### src/sv/rtphc_pkg.sv
// ----------------------------------------------------------------------------
// rtphc_pkg
// shared constants and types for the rtp header checker
// ----------------------------------------------------------------------------
package rtphc_pkg;

    localparam int unsigned LENGTH_BITS = 16;
    localparam int unsigned HEADER_BYTES = 12;
    localparam int unsigned FRAME_MAX = 64;
    localparam int unsigned FRAME_W = 7;
    localparam int unsigned OUT_W = 120;

    localparam logic [FRAME_W-1:0] FRAME_RESET = 7'd4;

    localparam logic [2:0] ST_OK        = 3'd0;
    localparam logic [2:0] ST_SHORT     = 3'd1;
    localparam logic [2:0] ST_VERSION   = 3'd2;
    localparam logic [2:0] ST_PADDING   = 3'd3;
    localparam logic [2:0] ST_EXTENSION = 3'd4;
    localparam logic [2:0] ST_CSRC      = 3'd5;
    localparam logic [2:0] ST_MISFIT    = 3'd6;

    localparam logic [1:0] RTP_VERSION = 2'd2;

    typedef struct packed {
        logic [31:0]            first_word;
        logic [31:0]            stamp;
        logic [31:0]            source;
        logic [LENGTH_BITS-1:0] size;
        logic [6:0]             offset;
        logic                   rem_zero;
    } t_dgram_info;

endpackage

### src/sv/rtphc_accum.sv
// ----------------------------------------------------------------------------
// rtphc_accum
// per-byte header capture, byte counter and payload frame remainder
// ----------------------------------------------------------------------------
module rtphc_accum (
    input  logic                           i_clk,
    input  logic                           i_rst_n,
    input  logic                           i_step,
    input  logic [7:0]                     i_byte,
    input  logic                           i_last,
    input  logic [rtphc_pkg::FRAME_W-1:0]  i_frame_bytes,
    output rtphc_pkg::t_dgram_info         o_info
);
    import rtphc_pkg::*;

    localparam logic [LENGTH_BITS-1:0] COUNT_MAX = '1;

    logic [LENGTH_BITS-1:0] r_count, n_count;
    logic [31:0]            r_first, n_first;
    logic [31:0]            r_stamp, n_stamp;
    logic [31:0]            r_source, n_source;
    logic [5:0]             r_rem, n_rem;

    logic [3:0]             cc;
    logic [6:0]             offset;
    logic [FRAME_W-1:0]     fsize;
    logic [6:0]             rem_inc;
    logic                   in_payload;

    always_comb begin
        n_first  = r_first;
        n_stamp  = r_stamp;
        n_source = r_source;
        if (r_count < LENGTH_BITS'(4)) begin
            n_first = {r_first[23:0], i_byte};
        end else if (r_count < LENGTH_BITS'(8)) begin
            n_stamp = {r_stamp[23:0], i_byte};
        end else if (r_count < LENGTH_BITS'(HEADER_BYTES)) begin
            n_source = {r_source[23:0], i_byte};
        end

        cc     = n_first[27:24];
        offset = 7'(HEADER_BYTES) + {1'b0, cc, 2'b00};

        if (i_frame_bytes == '0) begin
            fsize = FRAME_W'(1);
        end else if (i_frame_bytes > FRAME_W'(FRAME_MAX)) begin
            fsize = FRAME_W'(FRAME_MAX);
        end else begin
            fsize = i_frame_bytes;
        end

        in_payload = r_count >= LENGTH_BITS'(offset);
        rem_inc    = {1'b0, r_rem} + 7'd1;
        n_rem      = r_rem;
        if (in_payload) begin
            n_rem = (rem_inc >= fsize) ? 6'd0 : rem_inc[5:0];
        end

        n_count = (r_count != COUNT_MAX) ? r_count + LENGTH_BITS'(1) : r_count;

        o_info.first_word = n_first;
        o_info.stamp      = n_stamp;
        o_info.source     = n_source;
        o_info.size       = n_count;
        o_info.offset     = offset;
        o_info.rem_zero   = (n_rem == 6'd0);
    end

    always_ff @(posedge i_clk) begin
        if (!i_rst_n) begin
            r_count  <= '0;
            r_first  <= '0;
            r_stamp  <= '0;
            r_source <= '0;
            r_rem    <= '0;
        end else if (i_step) begin
            if (i_last) begin
                r_count  <= '0;
                r_first  <= '0;
                r_stamp  <= '0;
                r_source <= '0;
                r_rem    <= '0;
            end else begin
                r_count  <= n_count;
                r_first  <= n_first;
                r_stamp  <= n_stamp;
                r_source <= n_source;
                r_rem    <= n_rem;
            end
        end
    end

endmodule

### config.mk
export PLATFORM = sky130hd
export DESIGN_NAME = rtphc_accum
export DESIGN_NICKNAME = d
export VERILOG_FILES = /design/src/sv/rtphc_pkg.sv /design/src/sv/rtphc_accum.sv
export SDC_FILE = /design/constraint.sdc
export NUM_CORES = 1
export LEC_CHECK = 0
export BUFFER_PORTS_ARGS = -buffer_cell sky130_fd_sc_hd__buf_2
export CAP_MARGIN = 40
export CORE_ASPECT_RATIO = 0.9
export CORE_MARGIN = 2
export CORE_UTILIZATION = 45
export DETAILED_ROUTE_END_ITERATION = 6
export GPL_ROUTABILITY_DRIVEN = 1
export PLACE_DENSITY = 0.7
export SYNTH_ARGS = -nofsm -noshare
export SYNTH_HDL_FRONTEND = slang
export SYNTH_SLANG_ARGS = --single-unit
### constraint.sdc
create_clock -name i_clk -period 5.1 [get_ports i_clk]
set_input_delay 0.51 -clock i_clk [delete_from_list [all_inputs] [get_ports i_clk]]
set_output_delay 0.51 -clock i_clk [all_outputs]
set_load 0.005 [all_outputs]
==> impl_metrics.py <==
metrics = {
    "cts": {
        "cts_root_buf": "clkbuf_16",
        "cts_tree": "yes",
        "clk_pin_slew_ps": 60,
        "cts_sinks": 118,
        "insertion_delay_ps": 420,
        "htreeDepth": 4,
        "hold_buffers": 0,
        "cts_buffer_depth": 2,
        "cts-resized-gates": 0,
        "cts_buffers": 17,
        "cts_setup_buffers": 0,
    },
    "detailed_routing": {
        "firstDrtPassIters": 5,
        "routed_wirelength_um": 17300,
        "ant_nets": 0,
        "wl_per_cell_um": 17.0,
        "dr.first_iter.drc_count": 465,
        "viasPerCell": 5.80,
        "drc": 0,
        "vias": 5894,
    },
    "layout": {
        "nNetsFinal": 844,
        "finalInstanceArea_um2": 7950,
        "multi_input_area_um2": 3800,
        "layout-drive-gt1-share": 0.360,
        "fin_cells": 1016,
        "areaGrowthSynthToFinish_pct": 22.4,
        "ff_latch_area_um2": 2360,
        "fillers": 1309,
        "fin_util": 0.566,
        "antenna_cells": 0,
    },
    "worst_setup_path": {
        "arrival_ps": 4270,
        "cp-start-kind": "register",
        "reg2regPathDepth": 11,
        "end_kind": "output port",
        "ff2ff_setup_slack_ps": 1130,
        "required_ps": 4590,
        "crit_start": "r_count[7]",
        "worstSetupPathType": "reg -> out",
        "cp_max_fo": 21,
        "r2r_end": "r_rem[0]",
        "reg2reg_from": "r_count[7]",
    },
    "min_path": {
        "min-delay-start": "i_byte[2]",
        "min_to": "r_stamp[2]",
        "hold_class": "in -> reg",
        "hold-path-cell-count": 2,
    },
    "global_routing": {
        "overflow": 0,
        "first_global_vias": 5051,
        "grt_pass1_wl_um": 26700,
        "antenna_found_initial": 0,
        "grt_max_degree": 65,
        "grt_usage": 0.216,
    },
    "run_status": {
        "status": "finished, final reports clean",
    },
    "floorplan": {
        "die_area_um2": 15400,
        "die_w_um": 131,
        "die_h_um": 118,
        "core_area_um2": 14100,
        "initial_core_util": 0.462,
        "rows": 41,
        "ioPinCount": 139,
    },
    "synthesis": {
        "synthCells": 706,
        "avgSynthCellArea_um2": 9.20,
        "yosys_warnings": 0,
        "ys_seq_elements": 118,
        "syn-cell-area_um2": 6490,
        "synth-async-reset-ratio": 0,
        "synth_ff_type": "dfxtp_1",
        "synth_edf_count": 0,
        "ys_seq_area_frac": 0.364,
        "synth_cell_types": 59,
    },
    "place": {
        "placed_area_um2": 7300,
        "dpl.hpwl_um": 11500,
        "portBuffers": 136,
        "place_congestion": 0.900,
        "place_ws_ps": 855,
        "place_inst": 984,
    },
    "timing": {
        "setup_tns_ps": 0,
        "holdWs_ps": 399,
        "rsz0062_at_grt": "no",
        "slew_violations": 0,
        "fmax_ghz": 0.209,
        "finClkSkew_ps": 12.4,
        "period_needed_ps": 4780,
        "slew_headroom": 0.414,
        "fin_ws_ps": 317,
        "setup_violations": 0,
        "hold_viol_final": 0,
        "tightest_slew_ps": 876,
        "fin_crit_sh": 0.938,
    },
    "power_and_ir_drop": {
        "p_leak_nw": 3.47,
        "irDropWorstVdd_mv": 0.263,
        "power.total_mw": 2.33,
        "powerDensity_nw_per_um2": 294,
    },
    "run": {
        "maxCapViolations": 0,
    },
}
-- final cells by class --
cell class / instances / area share
Sequential cell: 118 / 0.297
Timing Repair Buffer: 150 / 0.105
Inverter: 16 / 0.00755
Clock buffer: 19 / 0.0570
Multi-Input combinational cell: 507 / 0.478
Tap cell: 193 / 0.0304
Clock inverter: 13 / 0.0247
-- routing by layer --
| layer | GRT usage | part of all wire | vias to the layer above | wire (um) |
|---|---|---|---|---|
| li1 | - | - | 2855 | - |
| met1 | 0.315 | 0.47 | 2835 | 8150 |
| met2 | 0.316 | 0.46 | 191 | 7890 |
| met3 | 0.0577 | 0.062 | 13 | 1070 |
| met4 | 0.0532 | 0.011 | 0 | 183 |
| met5 | 0 | 0 | - | 0 |
-- worst max-delay path: stages (launching register included) --
cell and delay, ps:
dfxtp_1 420, nor3_1 460, nand4_4 290, nor3_4 740, o21ai_0 260, ha_1 330, nor2b_1 130, a311o_1 290
a2111oi_2 390, buf_4 230, o31a_1 130, a31oi_1 40, buf_2 150
-- cell usage after synthesis (2+ instances only) --
| library cell | number | share of area |
|---|---|---|
| nand2_1 | 24 | 0.014 |
| o2bb2ai_1 | 4 | 0.0054 |
| and3_1 | 5 | 0.0048 |
| a31o_2 | 5 | 0.0067 |
| nor2_1 | 48 | 0.028 |
| a21oi_1 | 46 | 0.035 |
| a22o_1 | 32 | 0.043 |
| nor4_1 | 2 | 0.0019 |
| o21a_1 | 6 | 0.0069 |
| dfxtp_1 | 118 | 0.36 |
| a32oi_1 | 33 | 0.045 |
| xnor2_1 | 11 | 0.015 |
| nand4b_1 | 2 | 0.0027 |
| ha_1 | 15 | 0.029 |
| o21ai_0 | 13 | 0.010 |
| clkbuf_1 | 35 | 0.020 |
| inv_1 | 16 | 0.0092 |
| nor2b_1 | 4 | 0.0039 |
| a21boi_0 | 2 | 0.0023 |
| nand2b_1 | 2 | 0.0019 |
| mux2_2 | 95 | 0.16 |
| a31oi_1 | 5 | 0.0048 |
| or4_1 | 2 | 0.0023 |
| buf_6 | 3 | 0.0052 |
| nor4_2 | 2 | 0.0039 |
| nand4_1 | 4 | 0.0039 |
| mux2i_1 | 3 | 0.0046 |
| a32o_1 | 5 | 0.0077 |
| buf_2 | 22 | 0.017 |
| xor2_1 | 10 | 0.013 |
| nor3_2 | 2 | 0.0031 |
| nand3_1 | 75 | 0.058 |
| or3_1 | 4 | 0.0039 |
| a211oi_1 | 5 | 0.0058 |
| nor3b_1 | 2 | 0.0023 |
| buf_4 | 5 | 0.0058 |
| and2_1 | 4 | 0.0039 |
| nor3_1 | 14 | 0.011 |
-- logic make-up after synthesis --
| kind of cell | synth area share |
|---|---|
| mux | 0.169 |
| other cells | 0.000577 |
| simple gates | 0.161 |
| buf+inv | 0.0580 |
| compound gates | 0.190 |
| fa+ha+maj | 0.0289 |
| xor+xnor | 0.0283 |
| flops | 0.364 |
-- cells in the final DEF (no fill, tap or decap), types with 5 or more instances in the layout --
| cell | count |
|---|---|
| a211oi_1 | 5 |
| a21oi_1 | 45 |
| a22o_1 | 32 |
| a31o_2 | 5 |
| a31oi_1 | 5 |
| a32o_1 | 5 |
| a32oi_1 | 33 |
| and3_1 | 5 |
| buf_2 | 136 |
| buf_4 | 11 |
| clkbuf_16 | 17 |
| clkinv_4 | 6 |
| dfxtp_1 | 118 |
| ha_1 | 15 |
| inv_1 | 15 |
| mux2_2 | 95 |
| nand2_1 | 23 |
| nand3_1 | 75 |
| nor2_1 | 46 |
| nor3_1 | 14 |
| o21a_1 | 6 |
| o21ai_0 | 13 |
| xnor2_1 | 11 |
| xor2_1 | 10 |
-- worst max-delay path by stage --
| stage | end | slack [ps] | cells after the start |
|---|---|---|---|
| after floorplan | o_info[0] | 1510 | 11 |
| after global placement | o_info[0] | 930 | 12 |
| after detailed placement | o_info[0] | 850 | 12 |
| after CTS | o_info[0] | 380 | 12 |
| after global routing | o_info[0] | 120 | 11 |
| final | o_info[0] | 320 | 12 |
-- sequential cells by signal, summed over array words and instances (netlist names) --
| signal | flops |
|---|---|
| r_count | 16 |
| r_first | 32 |
| r_stamp | 32 |
| r_rem | 6 |
| r_source | 32 |
-- power breakdown --
| group | switching, mW | total, mW | internal, mW |
|---|---|---|---|
| Combinational | 0.0755 | 0.109 | 0.0340 |
| Clock | 0.445 | 1.29 | 0.849 |
| Sequential | 0.00458 | 0.930 | 0.926 |
Power figures use the tool's default switching activity.
